## src/sv/pprds_pkg.sv

```systemverilog
// Shared types, constants and arithmetic step functions of the per-pixel depth statistics unit.
`default_nettype none

package pprds_pkg;

    localparam int IDX_W   = 19;
    localparam int DEPTH_W = 16;
    localparam int CNT_W   = 16;
    localparam int MEAN_W  = 32;
    localparam int M2_W    = 64;
    localparam int STDEV_W = 24;
    localparam int FRAC_W  = 16;

    localparam logic [CNT_W-1:0]   COUNT_MAX = '1;
    localparam logic [STDEV_W-1:0] STDEV_MAX = '1;

    localparam int QUEUE_DEPTH = 4;
    localparam int QPTR_W      = 2;

    // Quotient or root bits resolved per pipeline stage.
    localparam int BITS_PER_STAGE = 2;
    localparam int REM_W          = CNT_W;
    localparam int MDIV_STAGES    = MEAN_W / BITS_PER_STAGE;
    localparam int VDIV_STAGES    = M2_W / BITS_PER_STAGE;
    localparam int ROOT_W         = M2_W / 2;
    localparam int SQ_REM_W       = ROOT_W + 1;
    localparam int SQRT_STAGES    = ROOT_W / BITS_PER_STAGE;

    typedef struct packed {
        logic [IDX_W-1:0]   pixel_index;
        logic [DEPTH_W-1:0] depth_mm;
        logic               restart;
        logic               in_range;
    } req_t;

    typedef struct packed {
        logic [CNT_W-1:0]  cnt;
        logic [MEAN_W-1:0] mean;
        logic [M2_W-1:0]   m2;
    } entry_t;

    typedef struct packed {
        logic [IDX_W-1:0]  pixel_index;
        logic              in_range;
        logic              upd;
        entry_t            old;
        logic [CNT_W-1:0]  cnt_inc;
        logic [MEAN_W-1:0] zq;
        logic [MEAN_W-1:0] mag;
        logic              ge;
    } wel_t;

    typedef struct packed {
        wel_t              w;
        logic [REM_W-1:0]  rem;
        logic [MEAN_W-1:0] num;
        logic [MEAN_W-1:0] quo;
    } mdiv_t;

    typedef struct packed {
        wel_t              w;
        logic [MEAN_W-1:0] new_mean;
        logic [MEAN_W-1:0] mag2;
        logic [M2_W-1:0]   prod;
    } mmul_t;

    typedef struct packed {
        logic              low_cnt;
        logic [CNT_W-1:0]  cnt;
        logic [MEAN_W-1:0] mean;
        logic [CNT_W-1:0]  den;
        logic [REM_W-1:0]  rem;
        logic [M2_W-1:0]   num;
        logic [M2_W-1:0]   quo;
    } vdiv_t;

    typedef struct packed {
        logic                low_cnt;
        logic [CNT_W-1:0]    cnt;
        logic [MEAN_W-1:0]   mean;
        logic [M2_W-1:0]     rad;
        logic [SQ_REM_W-1:0] rem;
        logic [ROOT_W-1:0]   root;
    } sqrt_t;

    typedef struct packed {
        logic [CNT_W-1:0]   cnt;
        logic [MEAN_W-1:0]  mean;
        logic [STDEV_W-1:0] stdev;
    } rsp_t;

    typedef struct packed {
        logic not_empty;
        logic full;
    } q_status_t;

    typedef struct packed {
        logic clr_busy;
        logic hazard;
        logic issue;
    } upd_status_t;

    // One restoring division step: returns {quotient bit, new remainder}.
    function automatic logic [REM_W:0] div_step(input logic [REM_W-1:0] rem,
                                                 input logic nb,
                                                 input logic [REM_W-1:0] den);
        logic [REM_W:0] s;
        logic [REM_W:0] d;
        s = {rem, nb};
        d = s - {1'b0, den};
        if (s >= {1'b0, den})
        begin
            return {1'b1, d[REM_W-1:0]};
        end
        return {1'b0, s[REM_W-1:0]};
    endfunction

    // One restoring square root step on two radicand bits: returns {root, remainder}.
    function automatic logic [ROOT_W+SQ_REM_W-1:0] sqrt_step(input logic [SQ_REM_W-1:0] rem,
                                                             input logic [1:0] nb,
                                                             input logic [ROOT_W-1:0] root);
        logic [SQ_REM_W+1:0] s;
        logic [SQ_REM_W+1:0] t;
        logic [SQ_REM_W+1:0] d;
        s = {rem, nb};
        t = {1'b0, root, 2'b01};
        d = s - t;
        if (s >= t)
        begin
            return {root[ROOT_W-2:0], 1'b1, d[SQ_REM_W-1:0]};
        end
        return {root[ROOT_W-2:0], 1'b0, s[SQ_REM_W-1:0]};
    endfunction

endpackage

`default_nettype wire

```

## src/sv/pprds_queue.sv

```systemverilog
// Short request queue between the front end and the update pipeline.
`default_nettype none

module pprds_queue (
    input  logic                  clk,
    input  logic                  rst_n,
    input  logic                  push,
    input  pprds_pkg::req_t       push_req,
    input  logic                  pop,
    output pprds_pkg::req_t       head,
    output pprds_pkg::q_status_t  q_stat
);
    import pprds_pkg::*;

    req_t              q_mem [QUEUE_DEPTH];
    logic [QPTR_W-1:0] wr_ptr_reg;
    logic [QPTR_W-1:0] rd_ptr_reg;
    logic [QPTR_W:0]   count_reg;
    logic [QPTR_W:0]   count_next;

    always_ff @(posedge clk)
    begin
        if (push)
        begin
            q_mem[wr_ptr_reg] <= push_req;
        end
    end

    always_comb
    begin
        count_next = count_reg;
        if (push && !pop)
        begin
            count_next = count_reg + 1'b1;
        end
        else if (pop && !push)
        begin
            count_next = count_reg - 1'b1;
        end
    end

    always_ff @(posedge clk or negedge rst_n)
    begin
        if (!rst_n)
        begin
            wr_ptr_reg <= '0;
            rd_ptr_reg <= '0;
            count_reg  <= '0;
        end
        else
        begin
            if (push)
            begin
                wr_ptr_reg <= wr_ptr_reg + 1'b1;
            end
            if (pop)
            begin
                rd_ptr_reg <= rd_ptr_reg + 1'b1;
            end
            count_reg <= count_next;
        end
    end

    assign head             = q_mem[rd_ptr_reg];
    assign q_stat.not_empty = (count_reg != '0);
    assign q_stat.full      = (count_reg == (QPTR_W + 1)'(QUEUE_DEPTH));

endmodule

`default_nettype wire

```

## config.mk

```make
export PLATFORM = sky130hd
export DESIGN_NAME = pprds_queue
export DESIGN_NICKNAME = d
export VERILOG_FILES = /design/src/sv/pprds_pkg.sv /design/src/sv/pprds_queue.sv
export SDC_FILE = /design/constraint.sdc
export NUM_CORES = 1
export LEC_CHECK = 0
export ABC_AREA = 1
export BUFFER_PORTS_ARGS = -buffer_cell sky130_fd_sc_hd__buf_4
export CAP_MARGIN = 40
export CELL_PAD_IN_SITES_DETAIL_PLACEMENT = 1
export CELL_PAD_IN_SITES_GLOBAL_PLACEMENT = 1
export CORE_MARGIN = 3
export CORE_UTILIZATION = 51
export DETAILED_ROUTE_END_ITERATION = 8
export PLACE_DENSITY = 0.81
export SLEW_MARGIN = 10
export SYNTH_ARGS = -nofsm -noshare
export SYNTH_HDL_FRONTEND = slang
export SYNTH_SLANG_ARGS = --single-unit
```

## constraint.sdc

```tcl
create_clock -name clk -period 2.96 [get_ports clk]
set_clock_uncertainty 0.15 [all_clocks]
set_input_delay 0.296 -clock clk [delete_from_list [all_inputs] [get_ports clk]]
set_output_delay 0.296 -clock clk [all_outputs]
set_load 0.01 [all_outputs]
```

After elaboration in Yosys (flattened, before gate mapping)
Memories as Yosys holds them, arrays and structs flattened.
Cells that the tools add are included.
{ "classes": {"n_eq_ne": 1, "n_mux": 4, "addsub": 4, "n_reduce_logical": 6} }
{ "op_table": {"columns": ["op", "n"], "rows": [
  ["$mux W3", 2],
  ["$add A2 B1 Y2 const B", 2],
  ["$add A3 B1 Y3 const B", 1],
  ["$eq A3 B3 Y1 const B", 1],
  ["$reduce_bool A3 Y1", 1],
  ["$sub A3 B1 Y3 const B", 1],
  ["$logic_and A1 B1 Y1", 2],
  ["$logic_not A1 Y1", 2],
  ["$mux W1", 2],
  ["$reduce_bool A2 Y1", 1]
]} }
{ "word_totals": {"wordCells": 19, "ram_bits": 148, "n_memories": 1, "register_bits": 7, "output_inout_bits": 39, "inputBits": 41} }
{ "memory_table": {"columns": ["name", "depth", "width", "read_ports", "rd_clocked_by_memory_dff", "write_ports", "line_no", "source"], "rows": [
  ["q_mem", 4, 37, 1, 0, 1, "pprds_queue.sv:15", "req_t q_mem [QUEUE_DEPTH];"]
]} }

Logic depth before layout (Yosys ltp)
Gate-level depths: netlist of the first run.
{ "logic_depth": {"depth_word": 4, "mapped_depth": 9} }

Worst setup path before layout of the first run
OpenSTA, ideal clock, no wires.
{ "synth_timing": {"kind": "register to register", "start": "reg wr_ptr_reg[0]", "end": "mem q_mem[2][0] (netlist name), enable pin", "path_buffers": 0, "slack_ns": 1.016, "t_arrival_ns": 1.402, "path_stages_with_launch": 5, "setup_ns": 0.392, "cell_sequence": "dfrtp_1 -> inv_1 -> ha_1 -> nand2_1 -> inv_1"} }
{ "synth_rtl": {"columns": ["element", "line_no", "source"], "rows": [
  ["from (decl)", "pprds_queue.sv:16", "logic [QPTR_W-1:0] wr_ptr_reg;"],
  ["from (signal assigned)", "pprds_queue.sv:54", "wr_ptr_reg <= wr_ptr_reg + 1'b1;"],
  ["to (decl)", "pprds_queue.sv:15", null]
]} }
No word-level cell before the write port.

==> results.toml, run 1 <==
[status]
status = "finished, final reports clean"

[flow_run]
max_cap_viol_count = 0

[synth]
synth_top_family_by_area = "compound AO/OA/AOI/OAI gates"
synth-simple-area-share_pct = 7.68
syn_avg_cell_area_um2 = 13.2
synth_fa_ha_area_share_pct = 1.30
synth-xor-area-share_pct = 0.550
synth_cell_types = 19
synth_compound_area_share_pct = 9.74
syn_inst = 481
synthFlopType = "edfxtp_1"
synth_common_cells = "edfxtp_1, nand2_1, inv_1"
synth-seq-cells = 155
synth_top_area_share_pct = 69.7
synth_edf_count = 148
ys_seq_area_share_pct = 72.5
async_reset_ff_share_pct = 4.52
synth_area_leader_cell = "edfxtp_1"
yosys-top-cells-area = "edfxtp_1, nand2_1, o211ai_1"
yosys_warnings = 0
synth_most_common_cell = "edfxtp_1"
synthMuxAreaShare_pct = 0
syn-cell-area_um2 = 6370
synthesis.nets = 528

[cts]
cts_setup_buffers = 0
cts_root_buffer = "clkbuf_16"
cts.path.max_buffers = 2
clk_pin_slew_ns = 0.06
cts_num_sinks = 155
numCtsBuffers = 17
clkLatencyLatePin_ns = 0.41
cts_tree = "built"
h-tree-depth = 4
ctsResizeCount = 0

[worst_setup_path]
start_kind = "register"
crit_fanout = 41
worstPathArrival_ns = 1.96
end_kind = "primary output"
worstSetupPathType = "register to primary output"
required_ns = 2.51

[floorplanning]
die_h_um = 118
start_util_pct = 52.6
die_w_um = 118
num_rows = 40
coreArea_um2 = 12100
dieArea_um2 = 13900
ioPinCount = 80

[sta]
setup_ws_ns = 0.553
drv_slew = 0
rsz0062_at_grt = "false"
worstMarginPinSlew_ns = 0.612
fmax_ghz = 0.415
finalSetupViolations = 0
finalSetupTns_ns = 0
min_period_ns = 2.41
slew-limit-headroom_pct = 59.1
hold_violations = 0
period_share_pct = 81.3

[detailed_routing]
routedWlPerCell_um = 19.2
viasPerCell = 5.11
drc = 0
ant_nets = 0
drtIter0Drc = 223
drt_wl_total_mm = 15.0
drt_pass1_iterations = 5
vias = 4013

[cells_and_area]
areaGrowthSynthToFinish_pct = 25.8
largest_reg_flops = 148
nets = 651
drive_gt1_share_pct = 21.4
n_antenna_cell = 0

[grt]
antenna_found_initial = 0
grt_pass1_vias = 4458
track_usage_pct = 22.6
gr-usage-met3_pct = 4.23
grt_pass1_wl_mm = 23.8
use_met1_pct = 25.0
use_met2_pct = 42.8
gr-total-overflow = 0
busiest_layer = "met2"
grt_max_degree = 63

[pwr]
power_density_nw_per_um2 = 986
leakage_nw = 3.29
max-vdd-ir-drop_v = 0.000595

[place]
dp_slack_ns = 0.968
gp_congestion = 0.724
io_buffers = 79
hpwl_mm = 8.85

[worst_hold_path]
min_path_type = "input pin to asynchronous set/reset pin"
==> cells in the final DEF (no fill, tap or decap) <==
| cell | n |
|---|---|
| clkinv_2 | 2 |
| clkbuf_1 | 8 |
| buf_12 | 2 |
| ha_1 | 5 |
| o211ai_2 | 12 |
| xor2_1 | 3 |
| nor3_1 | 1 |
| edfxtp_1 | 148 |
| inv_1 | 81 |
| o21ai_1 | 1 |
| xnor2_1 | 1 |
| fa_1 | 1 |
| clkbuf_16 | 17 |
| dlygate4sd3_1 | 40 |
| dfrtp_4 | 1 |
| dfrtp_1 | 6 |
| buf_4 | 88 |
| inv_2 | 5 |
| nand3_1 | 1 |
| nand2_1 | 125 |
| o211ai_1 | 62 |
| nand4_1 | 1 |
| nor2_1 | 1 |
| clkbuf_8 | 5 |
==> cells by family after synthesis <==
family,count (synthesis)
fa+ha+maj,6
xor+xnor,4
buf+inv,112
compound gates,75
flops,155
simple gates,129
==> final timing paths <==
kind	to	slack, ns	startpoint	cells past startpoint
min in group clk	count_reg[2]$_DFFE_PN0P_	0.35	count_reg[2]$_DFFE_PN0P_	2
hold reg to reg	count_reg[2]$_DFFE_PN0P_	0.35	count_reg[2]$_DFFE_PN0P_	2
hold / removal	count_reg[1]$_DFFE_PN0P_	0.09	rst_n	2
setup / recovery	head[23]	0.55	rd_ptr_reg[0]$_DFFE_PN0P_	5
setup reg to reg	q_mem[1][12]$_DFFE_PP_	0.93	wr_ptr_reg[1]$_DFFE_PN0P_	5
max in group asynchronous	rd_ptr_reg[0]$_DFFE_PN0P_	2.42	rst_n	2
==> final cells by class <==
| class | instances | area (µm²) |
|---|---|---|
| clock buffer | 30 | 524 |
| clock inverter | 2 | 10.0 |
| timing repair buffer | 130 | 1100 |
| tap | 168 | 210 |
| multi-input combinational | 214 | 1230 |
| inverter | 86 | 323 |
| fill | 1190 | 4090 |
| sequential | 155 | 4620 |
==> per-layer routing <==
metal	wire length [µm]	part of all wire, %	vias to the layer above
met5	0	0	-
met4	231	1.5	0
met3	448	3.0	14
met2	8590	57	79
met1	5780	38	2025
li1	-	-	1895
==> report_power, final <==
part           internal, mW  switching (mW)  leakage [nW]
logic                  1.13            1.69          1.58
registers              2.89           0.241          1.44
clock network          1.18           0.783         0.263
==> worst max-delay path, cell delays in order, from the launching register on <==
cell      delay (ns)
dfrtp_4         0.72
buf_4           0.35
nand2_1         0.11
o211ai_1        0.11
nand2_1         0.10
buf_4           0.15
==> metrics by stage <==
| step | hold WS [ns] | cells | utilization [%] | total power [mW] | cell area, µm² |
|---|---|---|---|---|---|
| finish | 0.0856 | 785 | 66.2 | 7.91 | 8020 |
| global route | 0.0878 | 785 | 66.2 | 8.34 | 8020 |
| CTS | 0.0696 | 785 | 66.2 | 7.94 | 8020 |
| detailed placement | -0.0281 | 713 | 58.5 | 5.92 | 7080 |
| global placement | -0.0338 | 713 | 58.5 | 5.75 | 7080 |
| floorplan | -0.150 | 481 | - | 4.80 | 6370 |
==> repair_timing <==
item,CTS,global route
hold buffers,40,0
endpoints found under the setup margin,0,0
endpoints found under the hold margin,158,0
Note: power is estimated with default switching activity, not from simulation.
==> run 2, diff against run 1 <==
--- a/config.mk
+++ b/config.mk
@@ -11,9 +11,9 @@
 export CELL_PAD_IN_SITES_DETAIL_PLACEMENT = 1
 export CELL_PAD_IN_SITES_GLOBAL_PLACEMENT = 1
 export CORE_MARGIN = 3
-export CORE_UTILIZATION = 51
+export CORE_UTILIZATION = 47
 export DETAILED_ROUTE_END_ITERATION = 8
-export PLACE_DENSITY = 0.81
+export PLACE_DENSITY = 0.75
 export SLEW_MARGIN = 10
 export SYNTH_ARGS = -nofsm -noshare
 export SYNTH_HDL_FRONTEND = slang
==> constraint.sdc (replaced) <==
create_clock -name clk -period 2.43 [get_ports clk]
set_clock_uncertainty 0.15 [all_clocks]
set_input_delay 0.243 -clock clk [delete_from_list [all_inputs] [get_ports clk]]
set_output_delay 0.243 -clock clk [all_outputs]
set_load 0.01 [all_outputs]
==> run 2 against run 1 <==
Worst setup slack got worse by 0.35 ns. Register-to-register slack got worse by 0.30 ns. Sequential power is 21% higher. Flip-flop and latch count unchanged.
==> results.toml, run 2 (synthesis gave the netlist of run 1 again) <==
[status]
status = "finished, final reports clean"

[floorplanning]
coreArea_um2 = 12900
die_w_um = 122
start_util_pct = 49.3
dieArea_um2 = 15000
die_h_um = 122
ioPinCount = 80
num_rows = 41

[sta]
setup_ws_ns = 0.203
period_share_pct = 91.6
drv_slew = 0
finalSetupTns_ns = 0
fmax_ghz = 0.449
slew-limit-headroom_pct = 67.5
finalSetupViolations = 0
worstMarginPinSlew_ns = 0.487
rsz0062_at_grt = "false"
hold_violations = 0
min_period_ns = 2.23

[grt]
grt_pass1_vias = 4412
grt_max_degree = 53
antenna_found_initial = 1
gr-usage-met3_pct = 4.84
grt_pass1_wl_mm = 22.9
track_usage_pct = 21.0
busiest_layer = "met2"
use_met2_pct = 38.4
use_met1_pct = 23.4
gr-total-overflow = 0

[cts]
ctsResizeCount = 0
cts_num_sinks = 155
cts_tree = "built"
numCtsBuffers = 17
clk_pin_slew_ns = 0.06
h-tree-depth = 4
cts.path.max_buffers = 2
cts_root_buffer = "clkbuf_16"
clkLatencyLatePin_ns = 0.42

[cells_and_area]
stdcell_count = 795
final_common_cell = "edfxtp_1"
areaGrowthSynthToFinish_pct = 27.5
final_cell_mix = "edfxtp_1, nand2_1, buf_4, inv_1, o211ai_1"
drive_gt1_share_pct = 22.7
nets = 656
largest_reg_flops = 148
design_area_um2 = 8130

[flow_run]
max_cap_viol_count = 0

[worst_setup_path]
reg2reg_depth = 5
timing.rr.end = "q_mem[1][28]$_DFFE_PP_"
rrSetupSlack_ns = 0.63
required_ns = 2.04
worstPathArrival_ns = 1.83
start_kind = "register"
crit_fanout = 52
reg2reg_from = "wr_ptr_reg[1]$_DFFE_PN0P_"
end_kind = "primary output"
worstSetupPathType = "register to primary output"

[detailed_routing]
vias = 4051
drt_wl_total_mm = 15.2
drt_pass1_iterations = 6
drtIter0Drc = 242
ant_nets = 0
drc = 0
routedWlPerCell_um = 19.1
viasPerCell = 5.10

[place]
dp_slack_ns = 0.504
gp_congestion = 0.704
dpl.cell_count = 721
io_buffers = 79
placed_cell_area_um2 = 7140
hpwl_mm = 8.87

[pwr]
leakage_nw = 3.33
power_density_nw_per_um2 = 1210
max-vdd-ir-drop_v = 0.000604

[worst_hold_path]
min_path_type = "input pin to asynchronous set/reset pin"
run 2: changes by cell type in the layout (fill, tap and decap cells not counted), sizes merged:
cell,before,now
clkinvlp,0,2
clkbuf,30,24
clkinv,2,5
buf,90,95
diode,0,1
bufinv,0,1
run 2: per-layer routing:
| layer | share of wire (%) | vias up | wire length, µm |
|---|---|---|---|
| li1 | - | 1911 | - |
| met1 | 40 | 2016 | 6070 |
| met2 | 53 | 91 | 8110 |
| met5 | 0 | - | 0 |
| met4 | 2.5 | 0 | 384 |
| met3 | 3.9 | 33 | 592 |
run 2: worst max-delay path by stage:
stage / end / from / cells past startpoint
3_3_place_gp: head[29] / rd_ptr_reg[0]$_DFFE_PN0P_ / 5
2_1_floorplan: q_mem[2][0]$_DFFE_PP_ / wr_ptr_reg[0]$_DFFE_PN0P_ / 4
3_5_place_dp: head[31] / rd_ptr_reg[0]$_DFFE_PN0P_ / 5
6_report: head[11] / rd_ptr_reg[0]$_DFFE_PN0P_ / 5
4_1_cts: head[11] / rd_ptr_reg[0]$_DFFE_PN0P_ / 5
5_1_grt: head[19] / rd_ptr_reg[0]$_DFFE_PN0P_ / 5
run 2: layout make-up:
cell class	count	area [µm²]
timing repair buffer	135	1180
multi-input combinational	214	1230
sequential	155	4620
clock buffer	24	482
tap	172	215
clock inverter	8	70.1
inverter	86	323
antenna	1	2.50
fill	1285	4800
run 2: timing repair:
| action | in CTS | in global routing |
|---|---|---|
| setup buffers | 0 | 1 |
| hold buffers | 40 | 0 |
| endpoints found under the hold margin | 159 | 0 |
| setup endpoints to repair | 0 | 23 |
run 2: critical path: stages, from the launching register on:
cell,delay (ns)
dfrtp_4,0.66
buf_12,0.28
nand2_1,0.10
o211ai_1,0.10
nand2_1,0.10
buf_4,0.16
run 2: per-stage QoR:
step                power, mW  hold WS, ns  util (%)
CTS                      9.86       0.0137      62.6
global placement         7.09      -0.0882      55.3
detailed placement       7.29      -0.0856      55.3
floorplan                5.85       -0.203         -
finish                   9.84       0.0253      62.9
global route             10.4       0.0384      62.9
run 2: power breakdown:
part	switching [mW]	internal [mW]
sequential	0.266	3.51
clock	0.991	1.48
combinational	2.12	1.47
